$ cat config.mk
export PLATFORM = sky130hd
export DESIGN_NAME = pwa_sum_tree
export DESIGN_NICKNAME = d
export VERILOG_FILES = /design/src/rtl/core/pwa_pkg.sv /design/src/rtl/core/pwa_sum_tree.sv
export SDC_FILE = /design/constraint.sdc
export NUM_CORES = 1
export LEC_CHECK = 0
export BUFFER_PORTS_ARGS = -buffer_cell sky130_fd_sc_hd__buf_2
export CAP_MARGIN = 10
export CORE_MARGIN = 2
export CORE_UTILIZATION = 52
export CTS_BUF_LIST = sky130_fd_sc_hd__clkbuf_16
export CTS_CLUSTER_DIAMETER = 80
export DETAILED_ROUTE_END_ITERATION = 8
export PLACE_DENSITY = 0.78
export SLEW_MARGIN = 10
export SYNTH_ARGS = -nofsm -noshare
export SYNTH_HDL_FRONTEND = slang
export SYNTH_SLANG_ARGS = --single-unit
$ cat constraint.sdc
create_clock -name clock -period 2.9 [get_ports clock]
set_clock_uncertainty 0.05 [all_clocks]
set_input_delay 0.435 -clock clock [delete_from_list [all_inputs] [get_ports clock]]
set_output_delay 0.435 -clock clock [all_outputs]
set_load 0.02 [all_outputs]
$ cat src/rtl/core/pwa_pkg.sv
// Shared types, widths and register codes for the periodic wavelet analysis block.
// No dependencies; every other file of the block imports this package.
`default_nettype none

package pwa_pkg;

   localparam int SAMPLE_W  = 16;
   localparam int TAP_W     = 16;
   localparam int PROD_W    = 32;
   localparam int COEFF_W   = 36;
   localparam int PAIR_W    = 9;
   localparam int FLEN_W    = 4;
   localparam int ROW_W     = 11;
   localparam int CSR_W     = 64;
   localparam int CSR_IDX_W = 3;
   localparam int REG_TAPS  = 8;

   localparam logic [CSR_IDX_W-1:0] CSR_FILTER_LENGTH    = 3'd0;
   localparam logic [CSR_IDX_W-1:0] CSR_ROW_LENGTH       = 3'd1;
   localparam logic [CSR_IDX_W-1:0] CSR_LOW_TAPS_FIRST   = 3'd2;
   localparam logic [CSR_IDX_W-1:0] CSR_LOW_TAPS_SECOND  = 3'd3;
   localparam logic [CSR_IDX_W-1:0] CSR_HIGH_TAPS_FIRST  = 3'd4;
   localparam logic [CSR_IDX_W-1:0] CSR_HIGH_TAPS_SECOND = 3'd5;

   typedef struct packed {
      logic signed [COEFF_W-1:0] low_coeff;
      logic signed [COEFF_W-1:0] high_coeff;
      logic [PAIR_W-1:0]         pair_index;
      logic                      row_done;
   } rsp_word_type;

   typedef struct packed {
      logic shift_en;    // take the right neighbor's window sample
      logic load_en;     // load the wrap replay sample
      logic step_en;     // advance the replay line by two
      logic use_replay;  // multiply the replay sample instead of the window
   } cell_ctl_type;

   // Pick tap k out of two packed 64-bit words; taps past the registers read as zero.
   function automatic logic signed [TAP_W-1:0] tap_pick(input logic [CSR_W-1:0] first,
                                                        input logic [CSR_W-1:0] second,
                                                        input logic [4:0]       k);
      logic [CSR_W-1:0] word;
      logic [TAP_W-1:0] raw;
      word = k[2] ? second : first;
      raw  = word[16*k[1:0] +: 16];
      if (k >= 5'(REG_TAPS)) begin
         raw = '0;
      end
      return $signed(raw);
   endfunction

endpackage

`default_nettype wire

$ cat src/rtl/core/pwa_sum_tree.sv
// Registered binary adder tree over the cell products, one register per level.
// Depends on pwa_pkg for product and coefficient widths.
`default_nettype none

module pwa_sum_tree #(
   parameter int N_IN = 8
) (
   input  logic                              clock,
   input  logic signed [pwa_pkg::PROD_W-1:0]  leaf [N_IN],
   output logic signed [pwa_pkg::COEFF_W-1:0] sum
);
   import pwa_pkg::*;

   localparam int LEVELS = (N_IN > 1) ? $clog2(N_IN) : 1;
   localparam int P      = 1 << LEVELS;

   logic signed [COEFF_W-1:0] node    [1:2*P-1];
   logic signed [COEFF_W-1:0] node_ff [1:P-1];

   for (genvar i = 1; i < P; i++) begin : g_inner
      assign node[i] = node_ff[i];
      always_ff @(posedge clock) begin
         node_ff[i] <= node[2*i] + node[2*i+1];
      end
   end

   for (genvar i = 0; i < P; i++) begin : g_leaf
      if (i < N_IN) begin : g_used
         assign node[P+i] = COEFF_W'(leaf[i]);
      end else begin : g_pad
         assign node[P+i] = '0;
      end
   end

   assign sum = node[1];

endmodule

`default_nettype wire

# After elaboration in Yosys (flattened, before gate mapping)
# Memories as Yosys holds them, arrays and structs flattened.
# Index checks and enable logic that the tools add are counted.
# classes
addsub	7
# ops
cell	count
$add A32 B32 Y33	4
$add A36 B36 Y36	3
# totals
register_bits	0
mem_bits_rw	252
in_bits	257
out_inout_bits	36
word_cells	8
n_memories	1
# memory_table
name	depth	word_bits	read_ports	rd_clocked_by_memory_dff	wr	line_no	source
node_ff	7	36	7	0	7	pwa_sum_tree.sv:18	logic signed [COEFF_W-1:0] node_ff [1:P-1];

# Longest topological paths before layout
# logic_depth
depth_word	1
ltp_mapped	11

# Worst setup path before layout
# Ideal clock, no wire load.
# synth_timing
path_kind	input to register
startpoint	input port leaf[128] (netlist bit)
endpoint	memory node_ff[5][28]
setup_time_ns	0.119
arrival_time_ns	2.686
required_time_ns	2.731
path_slack_ns	0.044
stages	11
n_path_buf	0
cell_sequence	ha_1 fa_1 a21o_1 a31oi_1 nor4b_2 o311ai_1 a21boi_1 o221ai_1 o21ai_1 a21o_1 xor2_1
# synth_lines
element	line_no	source
start, declared	pwa_sum_tree.sv:9	input logic signed [pwa_pkg::PROD_W-1:0] leaf [N_IN],
end, declared	pwa_sum_tree.sv:18	

==> impl_metrics.toml <==
[outcome]
status = "complete, no violations"

[cells_and_area]
final_cell_mix = "buf_2 (292), dfxtp_1 (240), ha_1 (229)"
largest_registers = "node_ff (240)"
drive_above_1_share_pct = 20.9
mostFrequentLayoutCell = "buf_2"
area_growth_pct = 20.2
fin_area_um2 = 20100
nets = 2771
regMostFlops = "node_ff"
final_core_util_pct = 63.6
largest_reg_flops = 240

[cts]
cts_tree = "built"
clockBufferDepth = 3
clockRootBuffer = "clkbuf_16"
path_clk_slew_ps = 60
cts_buffers = 26
post_cts_buffers = 0
htreeDepth = 1
cts_hold_buf = 0
cts_sinks = 240
clock_latency_ps = 540

[timing]
timing.hold.ws_ps = 83.9
finalHoldViolCount = 0
slew_violations = 0
clock.fmax_mhz = 353
slew_headroom_pct = 62.0
period_share_pct = 97.8
tightest_slew_ps = 561
setup_viol = 0
period_minus_slack_ps = 2830

[power_and_ir_drop]
peakVddDrop_mv = 0.609
power_density_nw_per_um2 = 964
p_leak_nw = 9.74
p_total_mw = 19.3

[yosys]
ys_warn_count = 0
synth_fp_nets = 2413
synth_edf_count = 0
ys_seq_area_share_pct = 28.8
yosysUniqueCellTypes = 76
synthArstFlopShare_pct = 0
netlist_instances = 1920
avgSynthCellArea_um2 = 8.70
ys_ff_latch = 240
syn_area_um2 = 16700
synth_flop_cell = "dfxtp_1"

[die]
die_w_um = 183
die-area_um2 = 33600
coreArea_um2 = 31600
row_count = 65
start_util_pct = 52.9
ios = 293
dieHeight_um = 183

[detailed_routing]
drc = 0
vias = 15200
wl_per_cell_um = 16.5
ant_nets = 0
drt-initial-drc-count = 864
vias_per_cell = 5.63
wl_um = 44400
first_pass_iters = 5

[critical_path]
crit_type = "flip-flop to flip-flop"
cp_top_family = "compound AO/OA/AOI/OAI gates"
cp-end-kind = "flip-flop"
startpoint_type = "flip-flop"
rr_startpoint = "node_ff[2][11]$_DFF_P_"
path_cells = "ha_1 -> a21o_1 -> a21o_1 -> a21oi_1 -> a2bb2oi_2 -> a31oi_2 -> or3_4 -> a211oi_4 -> o21ai_2 -> xor2_1"
r2r_slack_ps = 70
cp-startpoint = "node_ff[2][11]$_DFF_P_"
critPathMaxStageDelay_ps = 410
crit_fanout = 3
worstPathArrival_ps = 3200
worstPathRequired_ps = 3270
crit_buf_inv = 0
critPathSlowestCell = "or3_4"
cpMostUsedCell = "a21o_1"

[global_routing]
grt_overflow_total = 0
grt_pass1_wl_um = 71800
grt_max_degree = 15
antenna_found_initial = 1
track_usage_pct = 25.9
grt_pass1_vias = 15000

[placed_design]
place.gp.congestion = 0.936
dp_hpwl_um = 36700
port_buffers = 292
place_area_um2 = 19100

[hold_path]
min_from = "leaf[32]"
hold_path_class = "primary input to flip-flop"

[flow_run]
cap_violations = 0
==> logic make-up after synthesis <==
kind of cell / count (synthesis) / synth area share, %
compound gates: 684 / 26.7
flops: 240 / 28.8
simple gates: 424 / 12.0
mux: 2 / 0.120
xor+xnor: 205 / 10.8
buf+inv: 129 / 3.71
fa+ha+maj: 236 / 18.0
==> power breakdown <==
group | total, mW | switching [mW] | internal (mW)
sequential | 5.16 | 0.534 | 4.63
clock | 3.21 | 1.34 | 1.87
combinational | 11.0 | 6.11 | 4.86
==> routing by layer <==
metal	up-vias	GRT usage (%)	share of wire (%)
met4	0	7.14	2.5
li1	7714	-	-
met3	78	2.72	4.6
met2	421	47.4	49
met1	6977	32.2	44
met5	-	0	0
==> through the flow <==
| step | setup WS (ps) | instances | setup TNS [ps] |
|---|---|---|---|
| 3_3_place_gp | -247 | 2652 | -2750 |
| 5_1_grt | -29.5 | 2698 | -61.3 |
| 6_report | 65.0 | 2699 | 0 |
| 3_5_place_dp | -282 | 2652 | -4490 |
| 2_1_floorplan | 44.2 | 1920 | 0 |
| 4_1_cts | -10.3 | 2698 | -10.3 |
==> worst paths after layout <==
check                                end  depth (start not counted)
hold / removal     node_ff[7][0]$_DFF_P_                          2
hold reg to reg    node_ff[3][0]$_DFF_P_                          1
setup reg to reg  node_ff[1][28]$_DFF_P_                         10
setup / recovery  node_ff[1][28]$_DFF_P_                         10
==> cells in the mapped netlist (4+ instances only) <==
| master | count | area share (%) |
|---|---|---|
| o21bai_1 | 43 | 1.9 |
| nor4_1 | 6 | 0.22 |
| buf_4 | 36 | 1.6 |
| nor3b_1 | 4 | 0.18 |
| a21oi_2 | 5 | 0.26 |
| a211oi_1 | 19 | 0.85 |
| nor3_1 | 24 | 0.72 |
| fa_1 | 7 | 0.84 |
| nand3_1 | 38 | 1.1 |
| a31oi_1 | 20 | 0.75 |
| nand4_1 | 24 | 0.90 |
| o21ai_1 | 26 | 0.78 |
| a21o_1 | 140 | 6.3 |
| o211ai_1 | 18 | 0.81 |
| clkbuf_1 | 37 | 0.83 |
| nand3b_1 | 4 | 0.18 |
| nand2b_1 | 21 | 0.79 |
| and2_1 | 5 | 0.19 |
| a21oi_1 | 216 | 6.5 |
| o31ai_1 | 12 | 0.54 |
| o21a_1 | 26 | 1.2 |
| a2111oi_0 | 4 | 0.21 |
| nor2_1 | 128 | 2.9 |
| a211o_1 | 7 | 0.37 |
| ha_1 | 229 | 17 |
| or3_1 | 10 | 0.37 |
| dfxtp_1 | 240 | 29 |
| o2111ai_1 | 6 | 0.31 |
| a41oi_1 | 4 | 0.21 |
| nand2_1 | 115 | 2.6 |
| and3_1 | 20 | 0.75 |
| o21ai_0 | 80 | 2.4 |
| inv_1 | 54 | 1.2 |
| a221o_1 | 6 | 0.36 |
| nor2b_1 | 17 | 0.64 |
| xnor2_1 | 146 | 7.7 |
| xor2_1 | 59 | 3.1 |
| o31a_1 | 4 | 0.21 |
==> layout make-up <==
cell class	instances	area, µm²
multi-input combinational	1551	11400
clock buffer	27	676
inverter	55	206
sequential	240	4800
antenna	1	2.50
clock inverter	19	164
tap	402	503
fill	2713	11500
timing repair buffer	404	2300
==> timing repair <==
item | 4_1_cts | 5_1_grt
pin swaps | 2 | 2
cloned | 0 | 0
setup endpoints to repair | 4 | 18
gates resized for setup | 3 | 24
Note: power is estimated with default switching activity, not from simulation.
