==> src/rtl/core/pwa_pkg.sv <==
// Shared types, widths and register codes for the periodic wavelet analysis block.
// No dependencies; every other file of the block imports this package.
`default_nettype none

package pwa_pkg;

   localparam int SAMPLE_W  = 16;
   localparam int TAP_W     = 16;
   localparam int PROD_W    = 32;
   localparam int COEFF_W   = 36;
   localparam int PAIR_W    = 9;
   localparam int FLEN_W    = 4;
   localparam int ROW_W     = 11;
   localparam int CSR_W     = 64;
   localparam int CSR_IDX_W = 3;
   localparam int REG_TAPS  = 8;

   localparam logic [CSR_IDX_W-1:0] CSR_FILTER_LENGTH    = 3'd0;
   localparam logic [CSR_IDX_W-1:0] CSR_ROW_LENGTH       = 3'd1;
   localparam logic [CSR_IDX_W-1:0] CSR_LOW_TAPS_FIRST   = 3'd2;
   localparam logic [CSR_IDX_W-1:0] CSR_LOW_TAPS_SECOND  = 3'd3;
   localparam logic [CSR_IDX_W-1:0] CSR_HIGH_TAPS_FIRST  = 3'd4;
   localparam logic [CSR_IDX_W-1:0] CSR_HIGH_TAPS_SECOND = 3'd5;

   typedef struct packed {
      logic signed [COEFF_W-1:0] low_coeff;
      logic signed [COEFF_W-1:0] high_coeff;
      logic [PAIR_W-1:0]         pair_index;
      logic                      row_done;
   } rsp_word_type;

   typedef struct packed {
      logic shift_en;    // take the right neighbor's window sample
      logic load_en;     // load the wrap replay sample
      logic step_en;     // advance the replay line by two
      logic use_replay;  // multiply the replay sample instead of the window
   } cell_ctl_type;

   // Pick tap k out of two packed 64-bit words; taps past the registers read as zero.
   function automatic logic signed [TAP_W-1:0] tap_pick(input logic [CSR_W-1:0] first,
                                                        input logic [CSR_W-1:0] second,
                                                        input logic [4:0]       k);
      logic [CSR_W-1:0] word;
      logic [TAP_W-1:0] raw;
      word = k[2] ? second : first;
      raw  = word[16*k[1:0] +: 16];
      if (k >= 5'(REG_TAPS)) begin
         raw = '0;
      end
      return $signed(raw);
   endfunction

endpackage

`default_nettype wire

==> src/rtl/core/pwa_cell.sv <==
// One tap cell: a window stage, a wrap replay stage and the lowpass/highpass products.
// Depends on pwa_pkg.
`default_nettype none

module pwa_cell (
   input  logic                               clock,
   input  logic                               reset,
   input  pwa_pkg::cell_ctl_type              ctl,
   input  logic signed [pwa_pkg::SAMPLE_W-1:0] next_w,
   input  logic signed [pwa_pkg::SAMPLE_W-1:0] load_v,
   input  logic signed [pwa_pkg::SAMPLE_W-1:0] next_v,
   input  logic signed [pwa_pkg::TAP_W-1:0]    tap_lo,
   input  logic signed [pwa_pkg::TAP_W-1:0]    tap_hi,
   output logic signed [pwa_pkg::SAMPLE_W-1:0] w,
   output logic signed [pwa_pkg::SAMPLE_W-1:0] v,
   output logic signed [pwa_pkg::PROD_W-1:0]   prod_lo,
   output logic signed [pwa_pkg::PROD_W-1:0]   prod_hi
);
   import pwa_pkg::*;

   logic signed [SAMPLE_W-1:0] w_ff, w_in;
   logic signed [SAMPLE_W-1:0] v_ff, v_in;
   logic signed [SAMPLE_W-1:0] operand;
   logic signed [PROD_W-1:0]   prod_lo_ff, prod_lo_in;
   logic signed [PROD_W-1:0]   prod_hi_ff, prod_hi_in;

   always_comb begin
      w_in = ctl.shift_en ? next_w : w_ff;
      if (ctl.load_en) begin
         v_in = load_v;
      end else if (ctl.step_en) begin
         v_in = next_v;
      end else begin
         v_in = v_ff;
      end
      operand    = ctl.use_replay ? v_ff : w_ff;
      prod_lo_in = operand * tap_lo;
      prod_hi_in = operand * tap_hi;
   end

   always_ff @(posedge clock) begin
      if (reset) begin
         w_ff <= '0;
      end else begin
         w_ff <= w_in;
      end
   end

   always_ff @(posedge clock) begin
      v_ff       <= v_in;
      prod_lo_ff <= prod_lo_in;
      prod_hi_ff <= prod_hi_in;
   end

   assign w       = w_ff;
   assign v       = v_ff;
   assign prod_lo = prod_lo_ff;
   assign prod_hi = prod_hi_ff;

endmodule

`default_nettype wire

==> config.mk <==
export PLATFORM = sky130hd
export DESIGN_NAME = pwa_cell
export DESIGN_NICKNAME = d
export VERILOG_FILES = /design/src/rtl/core/pwa_pkg.sv /design/src/rtl/core/pwa_cell.sv
export SDC_FILE = /design/constraint.sdc
export NUM_CORES = 2
export LEC_CHECK = 0
export BUFFER_PORTS_ARGS = -buffer_cell sky130_fd_sc_hd__clkbuf_2
export CELL_PAD_IN_SITES_DETAIL_PLACEMENT = 0
export CELL_PAD_IN_SITES_GLOBAL_PLACEMENT = 2
export CORE_ASPECT_RATIO = 1.75
export CORE_MARGIN = 2
export CORE_UTILIZATION = 44
export DETAILED_ROUTE_END_ITERATION = 12
export PLACE_DENSITY = 0.95
export SLEW_MARGIN = 30
export SYNTH_ARGS = -nofsm -noshare
export SYNTH_HDL_FRONTEND = slang
export SYNTH_SLANG_ARGS = --single-unit
==> constraint.sdc <==
create_clock -name clock -period 22.2 [get_ports clock]
set_input_delay 3.33 -clock clock [delete_from_list [all_inputs] [get_ports clock]]
set_output_delay 3.33 -clock clock [all_outputs]
set_load 0.05 [all_outputs]
# After elaboration in Yosys (flattened, before gate mapping)
# Index checks and enable logic that the tools add are counted.
word_totals:
  regBits: 96
  in_bits: 86
op_classes:
  n_mul: 2
  muxes: 3
  n_reduce_logical: 1
ops:
  columns: ["cell", "n"]
  rows:
  - ["$mul A16 B16 Y32", 2]
  - ["$mux W16", 3]
  - ["$reduce_bool A2 Y1", 1]

# Logic depth before layout (Yosys ltp)
depth:
  ltp_word: 2
  mapped_depth: 26
  depth_no_buf: 22

# Least setup slack after synthesis
# No wires, ideal clock.
synth_timing:
  path_kind: "input to register"
  start: "input ctl[0] (netlist name)"
  end: "register prod_hi_ff[31] (netlist: prod_hi[31])"
  setup_ps: 130
  arrival_time_ps: 9512
  required_time_ps: 22070
  setup_slack_ps: 12558
  stages: 21
  path_buffers: 2
  cell_sequence: "clkbuf_1 mux2_2 clkbuf_1 nand2_1 inv_1 fa_1 fa_1 fa_1 fa_1 fa_1 inv_1 fa_1 inv_1 ha_1 or2_2 a21oi_1 a211oi_1 a211oi_1 o211ai_2 a2111oi_2 nor3b_1"
synth_via:
  elab_chain_len: 2
synth_lines:
  columns: ["element", "line", "rtl"]
  rows:
  - ["start: declaration", "pwa_cell.sv:8", "input pwa_pkg::cell_ctl_type ctl,"]
  - ["$mux W16", "pwa_cell.sv:36", "operand = ctl.use_replay ? v_ff : w_ff;"]
  - ["$mul A16 B16 Y32", "pwa_cell.sv:38", "prod_hi_in = operand * tap_hi;"]
  - ["net prod_hi_in[31]", "pwa_cell.sv:25", "logic signed [PROD_W-1:0] prod_hi_ff, prod_hi_in;"]
  - ["end signal: assignment", "pwa_cell.sv:52", "prod_hi_ff <= prod_hi_in;"]
  - ["end: declaration", "pwa_cell.sv:25", null]
# The timed path passes the listed nets, and every way through them passes these cells.
# A chain may end at the register's enable or synchronous reset.

# Final worst setup path
layout_timing:
  start: "input ctl[0] (netlist name)"
  end: "register prod_lo_ff[30] (netlist: prod_lo[30])"
layout_via:
  elab_chain_len: 2
layout_lines:
  columns: ["element", "line", "rtl"]
  rows:
  - ["$mux W16", "pwa_cell.sv:36", null]
  - ["$mul A16 B16 Y32", "pwa_cell.sv:37", "prod_lo_in = operand * tap_lo;"]
  - ["net prod_lo_in[30]", "pwa_cell.sv:24", "logic signed [PROD_W-1:0] prod_lo_ff, prod_lo_in;"]
  - ["end signal: assignment", "pwa_cell.sv:51", "prod_lo_ff <= prod_lo_in;"]
  - ["end: declaration", "pwa_cell.sv:24", null]
# The timed path passes the listed nets, and every way through them passes these cells.

==> results.txt <==
----------------------------------------------------
[STA]
  Worst max-slew margin expressed relative to the limit ... 44.56%
  Hold Vio Cnt, Final ... 0
  Final setup violation count ... 0
  Share of the clock period used by the worst path ... 46.80%
  Count of pins over their slew limit ... 0
  Worst-Margin Slew ... 0.8317 ns
  Unrepaired setup endpoints after global routing ... false
  Maximum clock frequency ... 96.26 MHz
  Setup TNS ... 0 ns
  Clock Skews ... 0.01927 ns
  Final critical delay including setup and external delays ... 10.39 ns

[Logic synthesis]
  Post-synth EDFFs ... 16
  YS warnings ... 0
  Net count of the mapped netlist ... 3110
  Post-synthesis async set-or-reset flop share ... 0%
  Dominant synthesized flop cell ... sky130_fd_sc_hd__dfxtp_1
  Distinct cells, synth ... 63
  Mapped Area ... 0.02239 sq mm
  Leading cell type by number of instances after synthesis ... sky130_fd_sc_hd__inv_1
  Yosys top cell by area ... sky130_fd_sc_hd__fa_1
  Fraction of post-synthesis cell area in the top cell type by area ... 46.86%
  FF+latch count, synth ... 96
  Ranking of synthesized cells by instance count ... sky130_fd_sc_hd__inv_1, sky130_fd_sc_hd__fa_1, sky130_fd_sc_hd__nand2_1
  Sequential-to-total area share from yosys stat ... 9.300%
  Leading cell types by total area after synthesis ... sky130_fd_sc_hd__fa_1, sky130_fd_sc_hd__inv_1, sky130_fd_sc_hd__ha_1
  Post-Syn Instances ... 2336
  Average cell area after synthesis ... 9.583 sq um

[Global route]
  Vias in the first global route ... 18111
  Pin count of the biggest net entering global routing ... 33
  Initial antenna violation count ... 1
  Total track usage ... 22.16%
  Total global routing overflow ... 0
  Wire length of the first global-routing pass ... 91650 um

[Clocking]
  H-tree level count ... 3
  CTS tree ... yes
  Post-cts gate resize count ... 0
  Clock latency on the worst-skew pair ... 0.39 ns
  Reg clk slew, reported paths ... 0.07 ns
  Worst-case clock buffer depth ... 2
  Hold-fix buffers, CTS ... 0
  Root buffer cell ... sky130_fd_sc_hd__clkbuf_16
  CTS Buf Count ... 9
  Total setup buffers inserted after CTS ... 0
  Clk sinks ... 96

[Die]
  Die height ... 302.4 um
  Horizontal extent of the die ... 174.5 um
  Number of I/O pins ... 182
  Floorplan core area ... 0.05046 sq mm
  Die footprint ... 0.05277 sq mm
  Row Count ... 109
  Initial standard-cell utilization of the core ... 44.36%

[Worst hold path]
  Startpoint of the most critical hold path ... w[8]$_SDFFE_PP0P_
  Worst min path class ... register to register
  Endpoint of the worst hold path ... w[8]$_SDFFE_PP0P_
  Min-Delay Path Depth ... 2

[Placed design]
  Count of input and output buffers ... 181
  Placed wire-length estimate ... 45720 um
  Final weighted congestion in routability-driven placement ... 0.9219

[Route]
  Final wirelength ... 54450 um
  Remaining design rule violation count ... 0
  Antenna-violating nets left ... 0
  Count of vias placed by the detailed router ... 15576
  Vias per inst ... 5.008
  Detailed-router iteration count before antenna repair ... 5
  Number of violations reported at the end of detailed-routing iteration 0 ... 578
  Wire length per cell after detailed routing ... 17.51 um

[Finish]
  Fraction of final layout cells with drive strength greater than 1 ... 10.27%
  Layout area overhead ... 7.713%
  FILL cells ... 4861
  Net count reported at finish ... 3212

[Critical path]
  Buffers plus inverters on the worst setup path ... 4
  Worst-case reg-to-reg path depth ... 20
  Critical path class ... input port to register
  Worst-path fanout max ... 32
  Critical path data required time ... 22.46 ns
  Nature of the critical path startpoint ... input port
  Setup slack on the worst flop-to-flop path ... 14.88 ns
  CP max-delay cell ... sky130_fd_sc_hd__fa_1
  Crit-path cells ... clkbuf_2 > mux2_2 > nand2_1 > inv_1 > fa_1 > fa_1 > fa_1 > fa_1 > fa_1 > inv_1 > fa_1 > inv_1 > ha_1 > nand4_1 > nor3_1 > and4b_1 > nor3_2 > o21ai_1 > o21a_1 > nor2_1 > xnor2_1
  Most used cell along the critical path ... sky130_fd_sc_hd__fa_1
  Worst reg2reg path startpoint ... v[15]$_DFFE_PP_
  Critical Path End Type ... register
  Crit-path max cell delay ... 0.90 ns
  Crit Reg-Reg Endpoint ... prod_lo[30]$_DFF_P_
  Dominant delay contributor by cell family on the critical path ... adder cells
  Arrival time worst endpoint ... 10.65 ns

[Flow run]
  MaxCap Viol Count ... 0

[Status]
  Run status ... completed

----------------------------------------------------
-- worst reg2reg max path, cell delays in order (launching register included) --
cell and delay (ns):
sky130_fd_sc_hd__edfxtp_1 0.47, sky130_fd_sc_hd__mux2_2 0.69, sky130_fd_sc_hd__nand2_1 0.21, sky130_fd_sc_hd__inv_1 0.15
sky130_fd_sc_hd__fa_1 0.54, sky130_fd_sc_hd__fa_1 0.91, sky130_fd_sc_hd__fa_1 0.54, sky130_fd_sc_hd__fa_1 0.50
sky130_fd_sc_hd__fa_1 0.49, sky130_fd_sc_hd__inv_1 0.05, sky130_fd_sc_hd__fa_1 0.47, sky130_fd_sc_hd__inv_1 0.04
sky130_fd_sc_hd__ha_1 0.33, sky130_fd_sc_hd__nand4_1 0.20, sky130_fd_sc_hd__nor3_1 0.54, sky130_fd_sc_hd__and4b_1 0.46
sky130_fd_sc_hd__nor3_2 0.12, sky130_fd_sc_hd__o21ai_1 0.20, sky130_fd_sc_hd__o21a_1 0.13, sky130_fd_sc_hd__nor2_1 0.04
sky130_fd_sc_hd__xnor2_1 0.12
-- how the worst max path moves through the flow --
| stage | startpoint | to | slack, ns | depth (start not counted) |
|---|---|---|---|---|
| after floorplan | ctl[0] | prod_hi[31]$_DFF_P_ | 12.56 | 21 |
| after global placement | ctl[0] | prod_lo[30]$_DFF_P_ | 11.54 | 21 |
| after detailed placement | ctl[0] | prod_lo[30]$_DFF_P_ | 11.39 | 21 |
| after CTS | ctl[0] | prod_lo[30]$_DFF_P_ | 11.81 | 21 |
| after global routing | ctl[0] | prod_lo[30]$_DFF_P_ | 11.55 | 21 |
| final | ctl[0] | prod_lo[30]$_DFF_P_ | 11.81 | 21 |
-- registers in the layout, summed over array words and instances (netlist names) --
signal / count
prod_hi: 32
w: 16
prod_lo: 32
v: 16
-- placed cells by master, fill, tap and decap left out, types with 3 or more instances in the layout --
master and n:
sky130_fd_sc_hd__edfxtp_1 16, sky130_fd_sc_hd__nand3_1 9, sky130_fd_sc_hd__clkbuf_16 10, sky130_fd_sc_hd__and3_1 5, sky130_fd_sc_hd__clkbuf_2 181, sky130_fd_sc_hd__o21a_1 5, sky130_fd_sc_hd__o21ai_1 5, sky130_fd_sc_hd__a31oi_1 4
sky130_fd_sc_hd__nand2b_1 4, sky130_fd_sc_hd__and2_1 249, sky130_fd_sc_hd__o21bai_1 10, sky130_fd_sc_hd__mux2_2 32, sky130_fd_sc_hd__nor3_1 5, sky130_fd_sc_hd__a21o_1 16, sky130_fd_sc_hd__o22ai_1 3, sky130_fd_sc_hd__or2_2 5
sky130_fd_sc_hd__nand4_1 4, sky130_fd_sc_hd__nand2_1 261, sky130_fd_sc_hd__dfxtp_1 80, sky130_fd_sc_hd__a211oi_1 8, sky130_fd_sc_hd__inv_1 571, sky130_fd_sc_hd__xor2_1 14, sky130_fd_sc_hd__a211oi_2 4, sky130_fd_sc_hd__ha_1 164
sky130_fd_sc_hd__or3_1 6, sky130_fd_sc_hd__xnor2_1 56, sky130_fd_sc_hd__o21ai_0 19, sky130_fd_sc_hd__mux2i_1 20, sky130_fd_sc_hd__a21oi_1 44, sky130_fd_sc_hd__a211o_1 3, sky130_fd_sc_hd__nor2_1 63, sky130_fd_sc_hd__fa_1 524
-- cells by family after synthesis --
family,Yosys count,share of synthesized area (%)
mux,52,2.504
fa+ha+maj,688,56.03
simple gates,622,13.76
flops,96,9.300
buf+inv,661,11.10
xor+xnor,70,2.739
compound gates,147,4.572
-- per-layer routing --
metal / share of wire, % / vias up / global-route usage, %
met2: 57 / 312 / 44.03
li1: - / 7072 / -
met4: 4.5 / 0 / 10.02
met1: 36 / 8067 / 23.37
met5: 0 / - / 0
met3: 2.4 / 125 / 1.998
-- area by class of cell --
class	instances	area [sq um]	area share [%]
Inverter	571	2143	8.889
Antenna cell	1	2.502	0.01038
Timing Repair Buffer	181	905.9	3.757
Tap cell	666	833.3	3.456
Multi-Input combinational cell	1579	17820	73.90
Clock buffer	12	267.8	1.110
Clock inverter	4	58.81	0.2439
Sequential cell	96	2082	8.634
-- per-stage QoR --
stage / cell area [sq um] / hold slack (ns) / worst slack (ns) / std cells / utilization, %
2_1_floorplan: 22390 / 0.7472 / 12.56 / 2336 / -
3_3_place_gp: 23780 / 0.5028 / 11.54 / 3093 / 47.13
3_5_place_dp: 23780 / 0.5181 / 11.39 / 3093 / 47.13
4_1_cts: 24110 / 0.5361 / 11.81 / 3109 / 47.78
5_1_grt: 24110 / 0.5582 / 11.55 / 3110 / 47.79
6_report: 24110 / 0.5348 / 11.81 / 3110 / 47.79
Power is left out: the tool's default activity adds up to more than one toggle a clock period on the data nets, which glitch-free logic cannot reach.
