**src/rtl/core/pwa_pkg.sv**
```systemverilog
// Shared types, widths and register codes for the periodic wavelet analysis block.
// No dependencies; every other file of the block imports this package.
`default_nettype none

package pwa_pkg;

   localparam int SAMPLE_W  = 16;
   localparam int TAP_W     = 16;
   localparam int PROD_W    = 32;
   localparam int COEFF_W   = 36;
   localparam int PAIR_W    = 9;
   localparam int FLEN_W    = 4;
   localparam int ROW_W     = 11;
   localparam int CSR_W     = 64;
   localparam int CSR_IDX_W = 3;
   localparam int REG_TAPS  = 8;

   localparam logic [CSR_IDX_W-1:0] CSR_FILTER_LENGTH    = 3'd0;
   localparam logic [CSR_IDX_W-1:0] CSR_ROW_LENGTH       = 3'd1;
   localparam logic [CSR_IDX_W-1:0] CSR_LOW_TAPS_FIRST   = 3'd2;
   localparam logic [CSR_IDX_W-1:0] CSR_LOW_TAPS_SECOND  = 3'd3;
   localparam logic [CSR_IDX_W-1:0] CSR_HIGH_TAPS_FIRST  = 3'd4;
   localparam logic [CSR_IDX_W-1:0] CSR_HIGH_TAPS_SECOND = 3'd5;

   typedef struct packed {
      logic signed [COEFF_W-1:0] low_coeff;
      logic signed [COEFF_W-1:0] high_coeff;
      logic [PAIR_W-1:0]         pair_index;
      logic                      row_done;
   } rsp_word_type;

   typedef struct packed {
      logic shift_en;    // take the right neighbor's window sample
      logic load_en;     // load the wrap replay sample
      logic step_en;     // advance the replay line by two
      logic use_replay;  // multiply the replay sample instead of the window
   } cell_ctl_type;

   // Pick tap k out of two packed 64-bit words; taps past the registers read as zero.
   function automatic logic signed [TAP_W-1:0] tap_pick(input logic [CSR_W-1:0] first,
                                                        input logic [CSR_W-1:0] second,
                                                        input logic [4:0]       k);
      logic [CSR_W-1:0] word;
      logic [TAP_W-1:0] raw;
      word = k[2] ? second : first;
      raw  = word[16*k[1:0] +: 16];
      if (k >= 5'(REG_TAPS)) begin
         raw = '0;
      end
      return $signed(raw);
   endfunction

endpackage

`default_nettype wire

```
**src/rtl/core/pwa_if.sv**
```systemverilog
// Valid/ready channel interfaces for the sample input and the coefficient output.
// Depends on pwa_pkg for field widths.
`default_nettype none


interface pwa_rsp_if;
   import pwa_pkg::*;

   logic                      valid;
   logic                      ready;
   logic signed [COEFF_W-1:0] low_coeff;
   logic signed [COEFF_W-1:0] high_coeff;
   logic [PAIR_W-1:0]         pair_index;
   logic                      row_done;

   modport source (output valid, output low_coeff, output high_coeff,
                   output pair_index, output row_done, input ready);
   modport sink   (input valid, input low_coeff, input high_coeff,
                   input pair_index, input row_done, output ready);
endinterface

`default_nettype wire

```
**src/rtl/core/pwa_out_fifo.sv**
```systemverilog
// Result FIFO with a registered output word that drives the response channel.
// Depends on pwa_pkg and the pwa_rsp_if interface.
`default_nettype none

module pwa_out_fifo #(
   parameter int DEPTH = 16
) (
   input  logic                  clock,
   input  logic                  reset,
   input  logic                  wr_en,
   input  pwa_pkg::rsp_word_type wr_word,
   pwa_rsp_if.source             rsp
);
   import pwa_pkg::*;

   localparam int AW = (DEPTH > 1) ? $clog2(DEPTH) : 1;

   rsp_word_type    mem [DEPTH];
   rsp_word_type    out_ff;
   logic            out_valid_ff, out_valid_in;
   logic [AW-1:0]   wr_ptr_ff, rd_ptr_ff;
   logic [AW:0]     count_ff, count_in;
   logic            pop;

   // Refill the output word whenever it is empty or being taken.
   assign pop = (count_ff != '0) && (!out_valid_ff || rsp.ready);

   always_comb begin
      count_in = count_ff + (AW+1)'(wr_en) - (AW+1)'(pop);
      if (pop) begin
         out_valid_in = 1'b1;
      end else if (rsp.ready) begin
         out_valid_in = 1'b0;
      end else begin
         out_valid_in = out_valid_ff;
      end
   end

   always_ff @(posedge clock) begin
      if (wr_en) begin
         mem[wr_ptr_ff] <= wr_word;
      end
      if (pop) begin
         out_ff <= mem[rd_ptr_ff];
      end
   end

   always_ff @(posedge clock) begin
      if (reset) begin
         wr_ptr_ff    <= '0;
         rd_ptr_ff    <= '0;
         count_ff     <= '0;
         out_valid_ff <= 1'b0;
      end else begin
         if (wr_en) begin
            wr_ptr_ff <= wr_ptr_ff + 1'b1;
         end
         if (pop) begin
            rd_ptr_ff <= rd_ptr_ff + 1'b1;
         end
         count_ff     <= count_in;
         out_valid_ff <= out_valid_in;
      end
   end

   assign rsp.valid      = out_valid_ff;
   assign rsp.low_coeff  = out_ff.low_coeff;
   assign rsp.high_coeff = out_ff.high_coeff;
   assign rsp.pair_index = out_ff.pair_index;
   assign rsp.row_done   = out_ff.row_done;

   a_no_overflow : assert property (@(posedge clock) disable iff (reset)
      wr_en |-> (count_ff < DEPTH))
      else $error("result written into a full FIFO");

endmodule

`default_nettype wire

```
**src/flat_wrapper.sv**
```systemverilog
// flat-port wrapper written by rule: the top's interface ports become plain ports
module pwa_out_fifo_flat import pwa_pkg::*;
#(
   parameter int DEPTH = 16
)
  (clock, reset, wr_en, wr_word, rsp_valid, rsp_low_coeff, rsp_high_coeff, rsp_pair_index, rsp_row_done, rsp_ready);
  pwa_rsp_if rsp_i ();
  input  logic clock;
  input  logic reset;
  input  logic wr_en;
  input  pwa_pkg::rsp_word_type wr_word;
  output wire logic [$bits(rsp_i.valid)-1:0] rsp_valid;
  output wire logic [$bits(rsp_i.low_coeff)-1:0] rsp_low_coeff;
  output wire logic [$bits(rsp_i.high_coeff)-1:0] rsp_high_coeff;
  output wire logic [$bits(rsp_i.pair_index)-1:0] rsp_pair_index;
  output wire logic [$bits(rsp_i.row_done)-1:0] rsp_row_done;
  input wire logic [$bits(rsp_i.ready)-1:0] rsp_ready;
  assign rsp_valid = rsp_i.valid;
  assign rsp_low_coeff = rsp_i.low_coeff;
  assign rsp_high_coeff = rsp_i.high_coeff;
  assign rsp_pair_index = rsp_i.pair_index;
  assign rsp_row_done = rsp_i.row_done;
  assign rsp_i.ready = rsp_ready;
  pwa_out_fifo #(.DEPTH(DEPTH)) u_core (.clock(clock), .reset(reset), .wr_en(wr_en), .wr_word(wr_word), .rsp(rsp_i));
endmodule
```
**config.mk**
```make
export PLATFORM = sky130hd
export DESIGN_NAME = pwa_out_fifo_flat
export DESIGN_NICKNAME = d
export VERILOG_FILES = /design/src/rtl/core/pwa_pkg.sv /design/src/rtl/core/pwa_if.sv /design/src/rtl/core/pwa_out_fifo.sv /design/src/flat_wrapper.sv
export SDC_FILE = /design/constraint.sdc
export NUM_CORES = 1
export LEC_CHECK = 0
export ABC_AREA = 1
export BUFFER_PORTS_ARGS = -buffer_cell sky130_fd_sc_hd__buf_2
export CORE_ASPECT_RATIO = 0.75
export CORE_MARGIN = 2
export CORE_UTILIZATION = 34
export DETAILED_ROUTE_END_ITERATION = 8
export PLACE_DENSITY = 0.56
export SLEW_MARGIN = 25
export SYNTH_ARGS = -nofsm -noshare
export SYNTH_HDL_FRONTEND = slang
export SYNTH_SLANG_ARGS = --single-unit
```
**constraint.sdc**
```tcl
create_clock -name clock -period 11.2 [get_ports clock]
set_input_delay 3.36 -clock clock [delete_from_list [all_inputs] [get_ports clock]]
set_output_delay 3.36 -clock clock [all_outputs]
set_load 0.03 [all_outputs]
```
After elaboration in Yosys (flattened, before gate mapping)
Memory sizes are Yosys's and may differ from the RTL's. A register that Yosys moved wholly into a read port is not among the register bits.
Index checks and enable logic that the tools add are counted.
Operators by class
  $add $sub $neg: 4
  multiplexer cells: 4
  reduce and logical (&&, ||, !) cells: 5
Operators with widths (count)
  4-bit by 1-bit adder with 4-bit output (second input constant): 2
  5-bit by 1-bit adder with 5-bit output: 1
  5-bit nonzero test: 1
  5-bit by 1-bit subtractor with 5-bit output: 1
  1-bit 2-to-1 mux: 4
  2-bit nonzero test: 1
  1-bit logical AND: 1
  1-bit logical NOT: 1
  1-bit logical OR: 1
Word-level totals
  word-level logic and storage cells: 18
  memories: 1
  output and inout port bits: 83
  register bits after elaboration: 14
  bits in writable memories: 1312
Memory list
  u_core.mem: depth 16, width 82, read ports 1, clocked after memory_dff 1, write ports 1, line pwa_out_fifo.sv:18  | rsp_word_type mem [DEPTH];

Longest topological paths before layout
Gate-level depths: netlist (run 1).
  word-level depth: 4
  gate-level depth with buffers: 15
  gate-level depth less buffers: 15

Worst setup path before layout (run 1)
No wires, ideal clock.
  kind: in2reg
  start: input port rsp_ready
  end: register u_core.count_ff[1]
  buffers on the path: 0
  arrival time: 9.034 ns
  stages on the path: 8
  library setup time: 0.109 ns
  path slack: 2.057 ns
  cells stage by stage: nor2_1 > a21oi_1 > ha_1 > inv_1 > ha_1 > fa_1 > inv_1 > nor2_1
On the way
  cells in the longest elaborated chain, start to end: 3
Ends and longest elaborated chain
  start: declaration: line flat_wrapper.sv:17  | input wire logic [$bits(rsp_i.ready)-1:0] rsp_ready;
  1-bit logical OR: line pwa_out_fifo.sv:26  | assign pop = (count_ff != '0) && (!out_valid_ff || rsp.ready);
  1-bit logical AND: line pwa_out_fifo.sv:26
  5-bit by 1-bit subtractor with 5-bit output: line pwa_out_fifo.sv:29  | count_in = count_ff + (AW+1)'(wr_en) - (AW+1)'(pop);
  named net u_core.count_in[1]: line pwa_out_fifo.sv:22  | logic [AW:0] count_ff, count_in;
  end signal: assignment: line pwa_out_fifo.sv:61  | count_ff <= count_in;
  end: declaration: line pwa_out_fifo.sv:22
The timed path passes the listed nets, and every way through them passes these cells.
A chain may end at the register's enable or synchronous reset.

Final worst setup path (run 1)
  start: input port wr_en
  end: memory u_core.mem[9][18] (netlist name) (enable)
On the way
  cells in the longest elaborated chain, start to end: 2
Ends and longest elaborated chain
  start: declaration: line flat_wrapper.sv:10  | input logic wr_en;
  1-bit 2-to-1 mux: line pwa_out_fifo.sv:40  | if (wr_en) begin
  1-bit 2-to-1 mux (not written as such): line pwa_out_fifo.sv:41  | mem[wr_ptr_ff] <= wr_word;
  end: declaration: line pwa_out_fifo.sv:18
Every way passes these cells.

==> impl_results.md, run 1 <==
- Run status: completed
- Reg2Reg Depth: 10
- PortBufs: 168
- Critical Path RT: 11.58 ns
- Worst-path maximum fanout: 34
- Pin count of the biggest net entering global routing: 202
- Mux share of post-synthesis cell area: 0%
- Worst setup EP type: register
- # H-tree levels: 4
- First-pass GRT wire length: 223 mm
- Clock slew at reported path FFs: 0.06 ns
- Post-Route Skew: 0.0213 ns
- Largest family of logic cells by synthesized area: simple AND/OR/NAND/NOR gates
- Total gr overflow: 0
- Worst Hold Class: reg2reg
- Fmax: 0.173 GHz
- Flops & latches, synth: 1,408
- Setup Buffers After CTS: 0
- Area contributors post-synth: edfxtp_1 (72%), nand2_1 (13%), nand3_1 (4.3%), nor2_1 (3.4%), inv_1 (3.3%)
- RSZ-0062 raised after global routing: false
- Flop-to-flop setup slack: 7.20 ns
- Share of post-route cells with drive strength above 1: 7.87%
- TritonCTS Buffers: 144
- Core area: 170,000 um2
- Max-slew headroom: 21.6%
- DRT Pass-1 Iters: 5
- CP startpoint kind: primary input
- Hpwl dp: 76.5 mm
- Clk_lat worst skew: 0.77 ns
- Slew @ Worst Pin: 1.18 ns
- Post-CTS resize count: 0
- Max-slew violations: 0
- Final hold viol count: 0
- Peak VDD IR: 0.193 mV
- Hold-fix buffers, CTS: 0
- Pwr dens: 215 nW/um2
- Vias post-DR: 36.0k
- Starting density of the core: 34.2%
- I/O pins: 169
- Yosys top cell by area: edfxtp_1
- Total Power: 14.0 mW
- Netlist Area Pre-Place: 58,000 um2
- Routed wire length: 149 mm
- Setup TNS: 0 ns
- Nets: 5,525
- Site Rows: 131
- P_leak: 25.8 nW
- Post-Syn Instances: 5,312
- Initial antenna violation count: 18
- Avg Synthesized Cell Area: 10.9 um2
- Clk sinks: 1,408
- DRC: 0
- Adder-Cell Fraction of Synth Area: 0.272%
- Crit path DAT: 6.16 ns
- DIE HEIGHT: 362 um
- GRT Overall Usage: 17.0%
- DRT antenna net count: 0
- Die footprint: 174,000 um2
- Simple-Gate Fraction of Synth Area: 21.2%
- Clock Tree Root: clkbuf_16
- Via density per instance: 4.62
- R2R Path Start: u_core.rd_ptr_ff[2]$_SDFFE_PP0P_
- Register area share after synthesis: 72.7%
- Minimum clock period: 5.77 ns
- Synth Area in Compound Gates: 0.108%
- Number of global-route vias before repair: 34.3k
- Setup crit end: u_core.mem[9][18]$_DFFE_PP_
- Critical Setup Path Class: in2reg
- Final worst-path cycle share: 51.6%
- Placer Congestion: 0.757
- Area Growth Syn to Fin: 12.6%
- Max-cap viol count: 0
- Crit path launch: wr_en
- R2r endpoint: u_core.rsp.high_coeff[1]$_DFFE_PP_
- Post-synthesis cell type count: 19
- Post-Synth XOR/XNOR Area: 0.0151%
- Top cell type's share of synthesized area: 72.2%
- CTS tree: built
- Die Wd: 481 um
- Final setup fails: 0
- Filler cells: 16.3k
- Longest Clk Path Bufs: 3
- Initial DRC count: 3,135
- Syn Nets: 5,410
- Synth warn: 0
- Routed wire length per instance: 19.1 um
- Hold Path Depth: 2
[where the power goes]
group / switching [mW] / internal [mW]
Sequential: 0.114 / 6.13
Combinational: 2.47 / 0.821
Clock: 1.99 / 2.50
[stage by stage]
step | worst slack (ns) | cells | hold slack, ns | cell area, um2 | util, %
CTS | 5.39 | 7785 | 0.546 | 65200 | 38.4
floorplan | 2.06 | 5312 | 0.483 | 58000 | -
global placement | 4.62 | 7539 | 0.525 | 60900 | 35.9
global route | 5.24 | 7787 | 0.581 | 65200 | 38.5
finish | 5.43 | 7793 | 0.549 | 65200 | 38.5
detailed placement | 4.56 | 7541 | 0.537 | 60900 | 35.9
[cells by family after synthesis]
family                   after synthesis
buffers and inverters                773
adder cells (fa/ha/maj)               12
flip-flops                          1408
XOR/XNOR                               1
AND/OR/NAND/NOR                     3106
AO/OA/AOI/OAI                         12
[critical path, stage by stage]
cell	delay, ns
buf_2	0.25
nand2_1	0.32
nor2_4	0.80
buf_4	0.66
buf_4	0.68
[final cells by class]
class                      count  area, um2  area share, %
tap                         2261       2830           4.34
antenna                        7       17.5         0.0268
timing repair buffer         225       1370           2.10
clock buffer                 178       3820           5.85
sequential                  1408      42200           64.6
inverter                     517       1970           3.02
clock inverter                66        449          0.688
multi-input combinational   3131      12600           19.4
[cells in the mapped netlist]
cell,instances
a21oi_1,8
buf_1,6
buf_2,177
buf_4,29
buf_6,10
clkbuf_1,34
dfxtp_1,14
edfxtp_1,1394
fa_1,1
ha_1,11
inv_1,514
inv_2,3
nand2_1,2079
nand3_1,497
nor2_1,529
nor3_1,1
o21a_1,1
o21ai_0,3
xor2_1,1
[flip-flops by register name (all words and copies together), names as in the netlist]
| register | cells |
|---|---|
| u_core.count_ff | 5 |
| u_core.rsp.valid | 1 |
| u_core.rsp.high_coeff | 36 |
| u_core.rsp.row_done | 1 |
| u_core.rd_ptr_ff | 4 |
| u_core.mem | 1312 |
| u_core.rsp.low_coeff | 36 |
| u_core.rsp.pair_index | 9 |
| u_core.wr_ptr_ff | 4 |
[layout by cell type (no fill, tap or decap), drive strengths merged]
cell and n:
clkbuf 178, clkinvlp 5, inv 523, bufinv 4, o21a 1, dfxtp 14
nor3 1, edfxtp 1394, clkinv 51, o21ai 3, fa 1, a21oi 8
ha 11, nand3 497, nand2 2079, nor2 529, xor2 1, buf 225
diode 7
[routing by layer]
layer,up-vias,global-route usage (%),wire length (um)
li1,17500,-,-
met1,17400,24.8,69800
met2,929,26.4,67100
met3,175,2.74,9510
met4,8,4.05,2250
met5,-,0,44
[how the worst min path moves through the flow]
| stage | start | end | slack [ns] |
|---|---|---|---|
| 2_1_floorplan | u_core.rd_ptr_ff[2]$_SDFFE_PP0P_ | u_core.rd_ptr_ff[2]$_SDFFE_PP0P_ | 0.48 |
| 6_report | u_core.wr_ptr_ff[0]$_SDFFE_PP0P_ | u_core.wr_ptr_ff[0]$_SDFFE_PP0P_ | 0.55 |
| 5_1_grt | u_core.wr_ptr_ff[3]$_SDFFE_PP0P_ | u_core.wr_ptr_ff[3]$_SDFFE_PP0P_ | 0.58 |
| 3_3_place_gp | u_core.wr_ptr_ff[0]$_SDFFE_PP0P_ | u_core.wr_ptr_ff[0]$_SDFFE_PP0P_ | 0.53 |
| 4_1_cts | u_core.wr_ptr_ff[0]$_SDFFE_PP0P_ | u_core.wr_ptr_ff[0]$_SDFFE_PP0P_ | 0.55 |
| 3_5_place_dp | u_core.wr_ptr_ff[0]$_SDFFE_PP0P_ | u_core.wr_ptr_ff[0]$_SDFFE_PP0P_ | 0.54 |
(Power assumes the default switching activity.)
==> run 2: changes to the inputs <==
PLACE_DENSITY = 0.57   (was 0.56)
clock period = 4.8 ns   (was 11.2 ns; I/O delays follow)
==> run 2 against run 1 <==
Count of clock-buffer cells in the layout grew 4. Largest cell class unchanged. Wire length shrank 1.6%. Sequential share of layout area shrank 0.36 points. Worst hold slack lost 0.0051 ns. Combinational power grew 130%. Critical endpoint is now u_core.rsp.low_coeff[6]$_DFFE_PP_. Cell count grew 0.15%. First-iteration DRC count grew 7.1%. Critical path depth grew 3. Global-route usage shrank 0.29 points. Flip-flop and latch count is the same. Highest routed layer unchanged.
==> impl_results.md, run 2 (synthesis results as in run 1) <==
- Final worst slack: 1.76 ns
- PortBufs: 168
- Critical Path RT: 5.34 ns
- Core area: 170,000 um2
- Initial antenna violation count: 25
- DP Worst Slack: 1.30 ns
- Vias post-DR: 35.8k
- Hpwl dp: 69.6 mm
- Final hold viol count: 0
- P_leak: 25.9 nW
- Site Rows: 131
- Routed wire length per instance: 18.8 um
- Post-CTS resize count: 0
- Post-Route Skew: 0.0257 ns
- Pin count of the biggest net entering global routing: 190
- Max-cap viol count: 0
- Top reg by flops: u_core.mem
- Area Growth Syn to Fin: 13.2%
- I/O pins: 169
- Clock Tree Root: clkbuf_16
- Commonest non-fill, non-tap cell in the layout: nand2_1
- Setup Buffers After CTS: 0
- First-pass GRT wire length: 219 mm
- Worst Hold Class: reg2reg
- Longest Clk Path Bufs: 3
- Starting density of the core: 34.2%
- Number of global-route vias before repair: 33.7k
- Most frequent cells in the layout: nand2_1 (2,079), edfxtp_1 (1,394), inv_1 (512), nor2_1 (512), nand3_1 (497)
- Hold-fix buffers, CTS: 0
- Max-slew violations: 0
- Crit path DAT: 3.58 ns
- Clock slew at reported path FFs: 0.07 ns
- DRT Pass-1 Iters: 7
- Total gr overflow: 0
- Die Wd: 481 um
- Final worst-path cycle share: 63.4%
- Fmax: 0.329 GHz
- Placed Area: 61,200 um2
- Minimum clock period: 3.04 ns
- Share of post-route cells with drive strength above 1: 7.77%
- CTS tree: built
- Routed wire length: 146 mm
- CP startpoint kind: register
- Worst-path maximum fanout: 66
- Worst setup EP type: register
- DRC: 0
- Final setup fails: 0
- Nets: 5,521
- # H-tree levels: 4
- Run status: completed
- Max-slew headroom: 31.4%
- Tightest hold margin: 0.544 ns
- Peak VDD IR: 0.425 mV
- Max FFs per register: 1,312
- Clk_lat worst skew: 0.78 ns
- Slew @ Worst Pin: 1.03 ns
- DIE HEIGHT: 362 um
- DRT antenna net count: 0
- RSZ-0062 raised after global routing: false
- Post-route cell area: 65,600 um2
- Via density per instance: 4.58
- Pwr dens: 502 nW/um2
- Critical Setup Path Class: reg2reg
- Die footprint: 174,000 um2
- Clk sinks: 1,408
- Initial DRC count: 3,359
- GRT Overall Usage: 16.7%
- Placer Congestion: 0.720
- TritonCTS Buffers: 141
- Total Power: 32.9 mW
- Setup TNS: 0 ns
run 2: cell count changes in the layout (fill, tap and decap cells not counted), sizes merged:
cell      previous run  this run
clkbuf             178       182
diode                7        11
inv                523       521
buf                225       224
bufinv               4         7
clkinv              51        58
clkinvlp             5         2
run 2: routing by layer:
| metal | track usage, % | routed length [um] | up-vias |
|---|---|---|---|
| met5 | 0 | 65 | - |
| met4 | 5.34 | 3310 | 12 |
| met3 | 2.49 | 8800 | 222 |
| met2 | 25.9 | 66800 | 975 |
| met1 | 24.0 | 67300 | 17000 |
| li1 | - | - | 17500 |
run 2: per-stage QoR:
step           cells  util [%]
3_3_place_gp    7541      36.1
4_1_cts         7794      38.7
5_1_grt         7798      38.7
3_5_place_dp    7541      36.1
6_report        7805      38.7
2_1_floorplan   5312         -
run 2: layout make-up:
| cell class | instances | area, um2 |
|---|---|---|
| timing repair buffer | 224 | 1570 |
| antenna | 11 | 27.5 |
| clock inverter | 71 | 513 |
| multi-input combinational | 3131 | 12600 |
| fill | 16200 | 104000 |
| tap | 2261 | 2830 |
| sequential | 1408 | 42200 |
| clock buffer | 182 | 3890 |
| inverter | 517 | 1970 |
run 2: worst max-delay path, cell delays in order (launching register included):
cell,delay [ns]
dfxtp_1,0.47
clkinv_4,0.56
nor2_4,0.35
buf_4,0.79
nand3_1,0.17
nand2_1,0.12
nor2_1,0.06
nand2_1,0.10
nand2_1,0.06
run 2: final timing paths:
| kind | start | end | slack [ns] | cells after the start |
|---|---|---|---|---|
| max | u_core.rd_ptr_ff[2]$_SDFFE_PP0P_ | u_core.rsp.low_coeff[6]$_DFFE_PP_ | 1.76 | 8 |
| min | u_core.wr_ptr_ff[3]$_SDFFE_PP0P_ | u_core.wr_ptr_ff[3]$_SDFFE_PP0P_ | 0.54 | 2 |
| max reg2reg | u_core.rd_ptr_ff[2]$_SDFFE_PP0P_ | u_core.rsp.low_coeff[6]$_DFFE_PP_ | 1.76 | 8 |
| min reg2reg | u_core.wr_ptr_ff[3]$_SDFFE_PP0P_ | u_core.wr_ptr_ff[3]$_SDFFE_PP0P_ | 0.54 | 2 |
run 2: power by group:
part / switching [mW] / total [mW] / internal, mW
Combinational: 5.58 / 7.52 / 1.94
Clock: 4.64 / 10.7 / 6.09
Sequential: 0.368 / 14.7 / 14.3
